===== src/hdl/ddo_pkg.sv =====
`timescale 1ns / 1ps
`default_nettype none

package ddo_pkg;

   // Shared multiplier operand and product widths
   localparam int MUL_W  = 34;
   localparam int PROD_W = 2 * MUL_W;

   // CORDIC start value: the inverse of the rotation gain in Q4.30
   localparam logic signed [MUL_W-1:0] CORDIC_GAIN_Q30 = 34'sd652032874;

   // Quarter turn as a binary angle
   localparam logic signed [31:0] QUARTER_TURN     = 32'sh4000_0000;
   localparam logic signed [31:0] NEG_QUARTER_TURN = -32'sh4000_0000;
   localparam logic [31:0]        HALF_TURN        = 32'h8000_0000;

   // Distance clamp, +-2^32 in Q16.16
   localparam logic signed [48:0] DIST_HI = 49'sd4294967296;
   localparam logic signed [48:0] DIST_LO = -49'sd4294967296;

   // Register indexes of the configuration port
   typedef enum logic [0:0] {
      CSR_COUNT_SCALE        = 1'b0,
      CSR_INVERSE_WHEEL_BASE = 1'b1
   } csr_index_type;

   // Sequencer states
   typedef enum logic [3:0] {
      ST_IDLE,
      ST_DELTA,
      ST_MUL_LEFT,
      ST_MUL_RIGHT,
      ST_SIDE,
      ST_SUM,
      ST_TURN_LO,
      ST_TURN_HI,
      ST_TURN_ACC,
      ST_MID,
      ST_ROTATE,
      ST_MUL_X,
      ST_MUL_Y,
      ST_POS_Y,
      ST_OUT
   } state_type;

   // Operand pair for the shared multiplier
   typedef enum logic [2:0] {
      MUL_LEFT,
      MUL_RIGHT,
      MUL_TURN_LO,
      MUL_TURN_HI,
      MUL_POS_X,
      MUL_POS_Y
   } mul_sel_type;

   typedef struct packed {
      logic        capture;
      logic        delta;
      logic        mul_en;
      mul_sel_type mul_sel;
      logic        latch_left;
      logic        latch_right;
      logic        sum;
      logic        latch_acc;
      logic        latch_turn;
      logic        rot_init;
      logic        rot_step;
      logic        update_x;
      logic        update_y;
      logic        load_out;
   } cmd_type;

   typedef struct packed {
      logic rotate_last;
   } status_type;

   // Arctangent of 2^-i in binary-angle units, rounded to nearest
   function automatic logic [29:0] atan_unit(input logic [4:0] idx);
      logic [29:0] v;
      case (idx)
         5'd0:  v = 30'd536870912;
         5'd1:  v = 30'd316933406;
         5'd2:  v = 30'd167458907;
         5'd3:  v = 30'd85004756;
         5'd4:  v = 30'd42667331;
         5'd5:  v = 30'd21354465;
         5'd6:  v = 30'd10680862;
         5'd7:  v = 30'd5340245;
         5'd8:  v = 30'd2670163;
         5'd9:  v = 30'd1335087;
         5'd10: v = 30'd667544;
         5'd11: v = 30'd333772;
         5'd12: v = 30'd166886;
         5'd13: v = 30'd83443;
         5'd14: v = 30'd41722;
         5'd15: v = 30'd20861;
         5'd16: v = 30'd10430;
         5'd17: v = 30'd5215;
         5'd18: v = 30'd2608;
         5'd19: v = 30'd1304;
         5'd20: v = 30'd652;
         5'd21: v = 30'd326;
         5'd22: v = 30'd163;
         5'd23: v = 30'd81;
         5'd24: v = 30'd41;
         5'd25: v = 30'd20;
         5'd26: v = 30'd10;
         5'd27: v = 30'd5;
         5'd28: v = 30'd3;
         5'd29: v = 30'd1;
         5'd30: v = 30'd1;
         5'd31: v = 30'd0;
         default: v = 30'd0;
      endcase
      return v;
   endfunction

endpackage

`default_nettype wire


===== src/hdl/ddo_controller.sv =====
`timescale 1ns / 1ps
`default_nettype none

module ddo_controller (
   input  wire logic           clock,
   input  wire logic           reset,
   input  wire logic           req_valid,
   output logic                req_ready,
   output logic                rsp_valid,
   input  wire logic           rsp_ready,
   input  ddo_pkg::status_type status,
   output ddo_pkg::cmd_type    cmd
);
   import ddo_pkg::*;

   state_type state_ff, state_in;
   logic      rsp_valid_ff, rsp_valid_in;
   logic      out_free;

   // Output slot is free when empty or being taken this cycle
   assign out_free = !rsp_valid_ff || rsp_ready;

   // Next state
   always_comb begin
      state_in = state_ff;
      case (state_ff)
         ST_IDLE:      if (req_valid) state_in = ST_DELTA;
         ST_DELTA:     state_in = ST_MUL_LEFT;
         ST_MUL_LEFT:  state_in = ST_MUL_RIGHT;
         ST_MUL_RIGHT: state_in = ST_SIDE;
         ST_SIDE:      state_in = ST_SUM;
         ST_SUM:       state_in = ST_TURN_LO;
         ST_TURN_LO:   state_in = ST_TURN_HI;
         ST_TURN_HI:   state_in = ST_TURN_ACC;
         ST_TURN_ACC:  state_in = ST_MID;
         ST_MID:       state_in = ST_ROTATE;
         ST_ROTATE:    if (status.rotate_last) state_in = ST_MUL_X;
         ST_MUL_X:     state_in = ST_MUL_Y;
         ST_MUL_Y:     state_in = ST_POS_Y;
         ST_POS_Y:     state_in = ST_OUT;
         ST_OUT:       if (out_free) state_in = ST_IDLE;
         default:      state_in = ST_IDLE;
      endcase
   end

   // Commands to the datapath
   always_comb begin
      cmd = '0;
      req_ready = 1'b0;
      case (state_ff)
         ST_IDLE: begin
            req_ready   = 1'b1;
            cmd.capture = req_valid;
         end
         ST_DELTA: cmd.delta = 1'b1;
         ST_MUL_LEFT: begin
            cmd.mul_en  = 1'b1;
            cmd.mul_sel = MUL_LEFT;
         end
         ST_MUL_RIGHT: begin
            cmd.mul_en     = 1'b1;
            cmd.mul_sel    = MUL_RIGHT;
            cmd.latch_left = 1'b1;
         end
         ST_SIDE: cmd.latch_right = 1'b1;
         ST_SUM:  cmd.sum = 1'b1;
         ST_TURN_LO: begin
            cmd.mul_en  = 1'b1;
            cmd.mul_sel = MUL_TURN_LO;
         end
         ST_TURN_HI: begin
            cmd.mul_en    = 1'b1;
            cmd.mul_sel   = MUL_TURN_HI;
            cmd.latch_acc = 1'b1;
         end
         ST_TURN_ACC: cmd.latch_turn = 1'b1;
         ST_MID:      cmd.rot_init = 1'b1;
         ST_ROTATE:   cmd.rot_step = 1'b1;
         ST_MUL_X: begin
            cmd.mul_en  = 1'b1;
            cmd.mul_sel = MUL_POS_X;
         end
         ST_MUL_Y: begin
            cmd.mul_en   = 1'b1;
            cmd.mul_sel  = MUL_POS_Y;
            cmd.update_x = 1'b1;
         end
         ST_POS_Y: cmd.update_y = 1'b1;
         ST_OUT:   cmd.load_out = out_free;
         default:  cmd = '0;
      endcase
   end

   // Result valid flag
   always_comb begin
      rsp_valid_in = rsp_valid_ff;
      if (cmd.load_out) begin
         rsp_valid_in = 1'b1;
      end else if (rsp_ready) begin
         rsp_valid_in = 1'b0;
      end
   end

   assign rsp_valid = rsp_valid_ff;

   always_ff @(posedge clock) begin
      if (reset) begin
         state_ff     <= ST_IDLE;
         rsp_valid_ff <= 1'b0;
      end else begin
         state_ff     <= state_in;
         rsp_valid_ff <= rsp_valid_in;
      end
   end

endmodule

`default_nettype wire


===== config.mk =====
export PLATFORM = sky130hd
export DESIGN_NAME = ddo_controller
export DESIGN_NICKNAME = d
export VERILOG_FILES = /design/src/hdl/ddo_pkg.sv /design/src/hdl/ddo_controller.sv
export SDC_FILE = /design/constraint.sdc
export NUM_CORES = 1
export LEC_CHECK = 0
export ABC_AREA = 1
export BUFFER_PORTS_ARGS = -buffer_cell sky130_fd_sc_hd__clkbuf_2
export CORE_MARGIN = 2
export CORE_UTILIZATION = 35
export DETAILED_ROUTE_END_ITERATION = 10
export GPL_TIMING_DRIVEN = 0
export PLACE_DENSITY_LB_ADDON = 0.25
export SETUP_SLACK_MARGIN = 0.4
export SLEW_MARGIN = 30
export SYNTH_ARGS = -nofsm -noshare
export SYNTH_HDL_FRONTEND = slang
export SYNTH_SLANG_ARGS = --single-unit

===== constraint.sdc =====
create_clock -name clock -period 1 [get_ports clock]
set_clock_uncertainty 0.05 [all_clocks]
set_input_delay 0.15 -clock clock [delete_from_list [all_inputs] [get_ports clock]]
set_output_delay 0.15 -clock clock [all_outputs]
set_load 0.03 [all_outputs]

==> results.txt, run 1 <==
Post-CTS Hold Fix Bufs - 0
Root Driver - clkbuf_4
Synth cell types - 18
WEP type - primary output
GP Congestion - 0.778
# port buffers - 22
Synth top area share - 22.0%
stopping stage - global routing (5_1_grt)
Placed Instance Area - 739 um2
cell taking the most area after synthesis - dfxtp_1
outcome - stopped before the end
First Err - [ERROR DPL-0038] Utilization greater than 100%, impossible to legalize
Post-DP HPWL - 928 um
largest cells by area after synthesis - dfxtp_1, nor2_1, nand2_1
Synth Area in XOR/XNOR - 0%
largest family of logic cells by synthesized area - simple AND/OR/NAND/NOR gates
sequential area share after synthesis - 22.0%
Synth Area in Compound Gates - 7.69%
post-synthesis net count - 83
CTS H-tree lvls - 1
cell area after synthesis - 455 um2
mux cell area share after synthesis - 0%
Core Rows - 12
CTS Sinks - 5
pin count of the biggest net entering global routing - 8
syn avg cell area - 5.84 um2
Post-Synth Simple-Gate Area - 52.2%
Post-Synth Adder-Cell Area - 0%
post-GRT worst EP - cmd[15]
Post-Synthesis Cells - 78
Ys Warns - 0
IO Count - 23
Max clock buf depth - 2
Die Width - 40.1 um
Synth Register Bits - 5
Chip Height - 40.1 um
total CTS buffers - 3
Initial Util - 39.4%
stage by stage:
stage / setup TNS [ns] / utilization (%) / hold WS [ns] / instances / setup slack (ns)
after floorplan: -2.02 / - / 0.163 / 78 / -0.179
after global placement: -3.87 / 64.0 / 0.320 / 114 / -0.295
after detailed placement: -4.18 / 64.0 / 0.327 / 114 / -0.323
after CTS: -7.42 / 92.9 / 0.0776 / 131 / -0.461
logic make-up after synthesis:
kind of cell | Yosys count
DFF | 5
AOI/OAI and AO/OA | 6
and+or+nand+nor | 49
buffers and inverters | 18
Yosys cell counts:
master	number
nor2_4	2
nand2_4	1
nor3_1	3
nand3_1	6
nor2_2	2
o22ai_1	1
buf_4	2
a21oi_1	3
o21ai_1	1
buf_6	1
inv_1	11
dfxtp_1	5
a31o_2	1
nor2_1	18
nand2_1	13
inv_2	4
nand2_2	3
nand3b_2	1
what timing repair did:
action,CTS
endpoints found under the setup margin,23
pin swaps,9
setup buffers,13
gates resized for setup,53
==> inputs of run 2 (changes only) <==
CORE_AREA = 2 2 63 65   (was default)
CORE_MARGIN = default   (was 2)
CORE_UTILIZATION = default   (was 35)
DIE_AREA = 0 0 65 67   (was default)
PLACE_DENSITY_LB_ADDON = 0.15   (was 0.25)
SETUP_SLACK_MARGIN = default   (was 0.4)
clock period = 1.3 ns   (was 1 ns; I/O delays follow)
==> results.txt, run 2 <==
Initial Util - 12.6% (-27 points)
Synth top area share - 22.0% (unchanged)
Final Util - 26.6%
outcome - finished with violations
router iterations before antenna repair - 2
worst-margin pin slew - 0.247 ns
GP Congestion - 0.687 (-12%)
pin count of the biggest net entering global routing - 7
Critical Path AT - 1.20 ns
core box area - 3610 um2
Post-CTS Hold Fix Bufs - 0 (unchanged)
post-synthesis net count - 83 (unchanged)
worst r2r src - state_ff[3]
Total GRT Usage - 7.33%
WL final - 1540 um
kind of critical path - flop to primary output
Clock transition at path regs - 0.03 ns
Worst Hold Class - input pin to flop
switch share - 31.4%
CTS Sinks - 5 (unchanged)
Final setup viols - 17
commonest non-fill, non-tap cell in the layout - buf_4
RSZ-0062 raised after global routing - yes
Largest stage delay, worst path - 0.31 ns
Comb pwr share - 32.8%
Die Width - 65 um (+62%)
CP Launch Type - flop
Synth Register Bits - 5 (unchanged)
Pwr Density - 712 nW/um2
flip-flop count of the largest register after layout - 4
cell taking the most area after synthesis - dfxtp_1
Pleak - 0.482 nW
vias in the first global route - 600
IO Count - 23 (unchanged)
sequential area share after synthesis - 22.0% (unchanged)
Top reg by flops - state_ff
Crit-path slowest cell - dfxtp_2
GRT Residual Overflow - 0
Slew HR - 83.5%
CTS H-tree lvls - 1 (unchanged)
Hold Slack - 0.159 ns
max cap viols - 0
ant diodes - 0
setup ws final - -0.145 ns
most frequent cells in the layout - buf_4, nor2_1, nand2_1, clkbuf_8, inv_1
Clock power frac - 40.8%
Wirelength per Cell - 9.47 um
cell area after synthesis - 455 um2 (unchanged)
Chip Height - 67 um (+67%)
Synth cell types - 18 (unchanged)
DR iter-0 viols - 28
Ys Warns - 0 (unchanged)
via count - 598
maximum vdd drop - 321 uV
Int Pwr - 0.468 mW
top cells by count, synth - nor2_1, nand2_1, inv_1
EDFF count, synth - 0 (unchanged)
asr flop ratio synth - 0% (unchanged)
Post-DRT Antenna Nets - 0
clk_lat worst skew - 0.22 ns
Highest Clock Rate - 692 MHz
FF-to-FF End - state_ff[1]
Worst R2R Path Depth - 6
Register-to-Register Setup Slack - 0.06 ns
number of vias per cell - 3.67
nets@finish - 121
Final Cycle Share - 111%
CTS tree - done
Critical Path End - cmd[3]
total CTS buffers - 3 (unchanged)
P_sw - 0.214 mW
top-count cell post-synth - nor2_1
Synth Flop Type - dfxtp_1
largest cells by area after synthesis - dfxtp_1, nor2_1, nand2_1
Root Driver - clkbuf_8
crit path time final - 1.45 ns
critical path cell sequence - buf_6, inv_4, nor2_4, inv_2, nor2_2, clkbuf_8
# port buffers - 22 (unchanged)
initial antenna violation count - 0
Post-Synthesis Cells - 78 (unchanged)
proportion of layout cells with a drive suffix above 1 - 64.3%
Crit. End Element - primary output
first-pass GRT wire length - 2470 um
Core Rows - 22 (+10)
Total Neg Setup Slack - -1.36 ns
worst setup path start - state_ff[3]
Max clock buf depth - 2 (unchanged)
die area - 4360 um2
CP required - 1.05 ns
syn avg cell area - 5.84 um2 (unchanged)
failing checks - setup timing
Post-DP HPWL - 1110 um (+20%)
sequential fraction of design power - 26.4%
CP max FO - 5
hold path startpoint - reset
area growth from synthesis to layout - 110%
# DRC - 0
Final Hold Viols - 0
fin. max-slew vios - 0
==> run 2: cell counts after synthesis <==
Identical to the previous run, type by type.
==> run 2: kinds of logic after synthesis <==
logic type      count (synthesis)  synth area share, %
buf+inv                        18                 18.1
simple gates                   49                 52.2
flops                           5                 22.0
compound gates                  6                 7.69
==> run 2: what timing repair did <==
| action | 4_1_cts | 5_1_grt |
|---|---|---|
| endpoints found under the setup margin | 17 | 17 |
| gates resized for setup | 44 | 20 |
| setup buffers | 6 | 4 |
| pin swaps | 6 | 1 |
| cloned | 1 | 0 |
==> run 2: layout make-up <==
class / count / area, um2
clock buffer: 4 / 45.0
fill: 425 / 2650
inverter: 15 / 61.3
sequential: 5 / 110
buffer: 3 / 30.0
timing repair buffer: 33 / 298
tap: 48 / 60.1
multi-input combinational: 55 / 354
==> run 2: how the worst min path moves through the flow <==
| stage | to | slack (ns) | cells after the start |
|---|---|---|---|
| finish | state_ff[3] | 0.16 | 2 |
| global route | state_ff[1] | 0.19 | 2 |
| CTS | state_ff[1] | 0.16 | 2 |
| detailed placement | rsp_valid | 0.40 | 2 |
| global placement | state_ff[1] | 0.40 | 2 |
| floorplan | rsp_valid | 0.22 | 1 |
==> run 2: critical path, delay by kind of cell (launching register included) <==
kind | cells | cell delay (ns)
buffers and inverters | 4 | 0.43
DFF | 1 | 0.31
and+or+nand+nor | 2 | 0.25
==> run 2: metal layers <==
metal	share of wire [%]	vias to the layer above	wire, um	track usage [%]
met5	0	-	0	0
met4	0	0	0	3.72
met3	3.6	0	56	2.20
met2	51	16	788	12.1
met1	45	271	699	8.55
li1	-	311	-	-
==> run 2: power by group through the flow <==
stage          combinational (mW)  clock [mW]  sequential [mW]
6_report                    0.224       0.279            0.180
5_1_grt                     0.243       0.294            0.181
4_1_cts                     0.194       0.288            0.175
3_5_place_dp                0.157           0            0.176
3_3_place_gp                0.156           0            0.176
2_1_floorplan               0.116           0            0.173
==> run 2: stage by stage <==
step	setup slack (ns)	power (mW)	cells	area, um2
after floorplan	-0.0314	0.289	78	473
after global placement	-0.0909	0.333	148	643
after detailed placement	-0.0986	0.333	148	643
after CTS	-0.173	0.657	159	891
after global routing	-0.204	0.717	163	958
final	-0.145	0.683	163	958
Note: power is estimated with default switching activity, not from simulation.
==> inputs of run 3 (changes only) <==
CORE_AREA = 8 8 69 71   (was 2 2 63 65)
DIE_AREA = 0 0 77 79   (was 0 0 65 67)
RECOVER_POWER = 50   (was default)
SKIP_CTS_REPAIR_TIMING = 1   (was default)
==> results.txt, run 3 (synthesis gave the netlist of run 2 again) <==
CP required - 1.05 ns (about the same)
CTS H-tree lvls - 1 (unchanged)
worst-margin pin slew - 0.366 ns (+0.119 ns)
Total Neg Setup Slack - -1.25 ns (+0.112 ns)
GRT Residual Overflow - 0 (unchanged)
Hold Slack - 0.166 ns (+0.00743 ns)
Wirelength per Cell - 10.2 um (+8.0%)
crit path time final - 1.46 ns (+0.0159 ns)
Final Cycle Share - 112% (+1.2 points)
Die Width - 77 um (+18%)
Final setup viols - 16 (-1)
number of vias per cell - 3.61 (-1.7%)
outcome - finished with violations
proportion of layout cells with a drive suffix above 1 - 62.6% (-1.7 points)
maximum vdd drop - 350 uV (+9.0%)
clk_lat worst skew - 0.22 ns (about the same)
RSZ-0062 raised after global routing - yes
Top reg by flops - state_ff
nets@finish - 113 (-6.6%)
flip-flop count of the largest register after layout - 4 (unchanged)
max cap viols - 0 (unchanged)
CP Launch Type - flop
fin. max-slew vios - 0 (unchanged)
kind of critical path - flop to primary output
Chip Height - 79 um (+18%)
total power - 0.675 mW (-1.2%)
total CTS buffers - 3 (unchanged)
Highest Clock Rate - 684 MHz (-1.1%)
Slew HR - 75.7% (-7.8 points)
first-pass GRT wire length - 2620 um (+5.9%)
core box area - 3800 um2 (+5.3%)
Total GRT Usage - 5.17% (-2.2 points)
Crit. End Element - primary output
DR iter-0 viols - 17 (-39%)
Worst Hold Class - input pin to flop
worst r2r src - state_ff[3]
die area - 6080 um2 (+40%)
GP Congestion - 0.668 (-2.7%)
router iterations before antenna repair - 2 (unchanged)
vias in the first global route - 556 (-7.3%)
Clock transition at path regs - 0.04 ns (about the same)
CP max FO - 7 (+2)
Core Rows - 23 (+4.5%)
setup ws final - -0.161 ns (-0.0159 ns)
CTS Sinks - 5 (unchanged)
Pleak - 0.437 nW (-9.2%)
worst setup path start - state_ff[3]
area growth from synthesis to layout - 98.9%
pin count of the biggest net entering global routing - 10 (+3)
WL final - 1610 um (+4.0%)
most frequent cells in the layout - nor2_1, nand2_1, buf_6, buf_4, nor2_4
Pwr Density - 745 nW/um2 (+4.5%)
hold path startpoint - reset
Max clock buf depth - 2 (unchanged)
Post-DRT Antenna Nets - 0 (unchanged)
Critical Path AT - 1.22 ns (+0.02 ns)
Initial Util - 12.0% (-0.64 points)
Final Hold Viols - 0 (unchanged)
CTS tree - done
failing checks - setup timing
ant diodes - 0 (unchanged)
Root Driver - clkbuf_8
# port buffers - 22 (unchanged)
post-place setup slack - -0.115 ns (-0.0164 ns)
initial antenna violation count - 0 (unchanged)
via count - 566 (-5.4%)
# DRC - 0 (unchanged)
Post-DP HPWL - 1290 um (+16%)
IO Count - 23 (unchanged)
==> run 3: worst paths after layout <==
check	depth (start not counted)	endpoint	slack (ns)
min	2	state_ff[1]	0.17
max	6	cmd[13]	-0.16
min reg2reg	2	state_ff[0]	0.56
max reg2reg	8	state_ff[3]	0.06
==> run 3: worst max-delay path, stage by stage (launching register included) <==
cell	delay (ns)
dfxtp_2	0.32
buf_8	0.14
inv_6	0.04
nor2_4	0.18
a21oi_2	0.10
o21ai_2	0.07
buf_6	0.15
==> run 3: cell type report <==
cell class | count | area (um2)
repair buffers | 26 | 216
fillers | 440 | 2890
multi-input cells | 55 | 373
inverters | 15 | 68.8
plain buffers | 2 | 30.0
clock buffers | 4 | 45.0
well taps | 50 | 62.6
flip-flops and latches | 5 | 110
==> run 3: per-stage QoR <==
stage | cells | utilization [%] | cell area, um2
2_1_floorplan | 78 | - | 473
3_3_place_gp | 150 | 17.0 | 646
3_5_place_dp | 150 | 17.0 | 646
4_1_cts | 154 | 18.2 | 691
5_1_grt | 157 | 23.8 | 906
6_report | 157 | 23.8 | 906
==> run 3: metal layers <==
layer	part of all wire [%]	routed length [um]	global-route usage, %	up-vias
li1	-	-	-	298
met1	41	661	6.09	252
met2	50	804	7.90	16
met3	8.7	140	2.71	0
met4	0	0	1.70	0
met5	0	0	0	-
==> run 3: report_power, final <==
part           total, mW  switching (mW)  internal [mW]
clock              0.282          0.0717          0.210
combinational      0.208           0.129         0.0794
sequential         0.185          0.0219          0.163
total              0.675           0.222          0.452
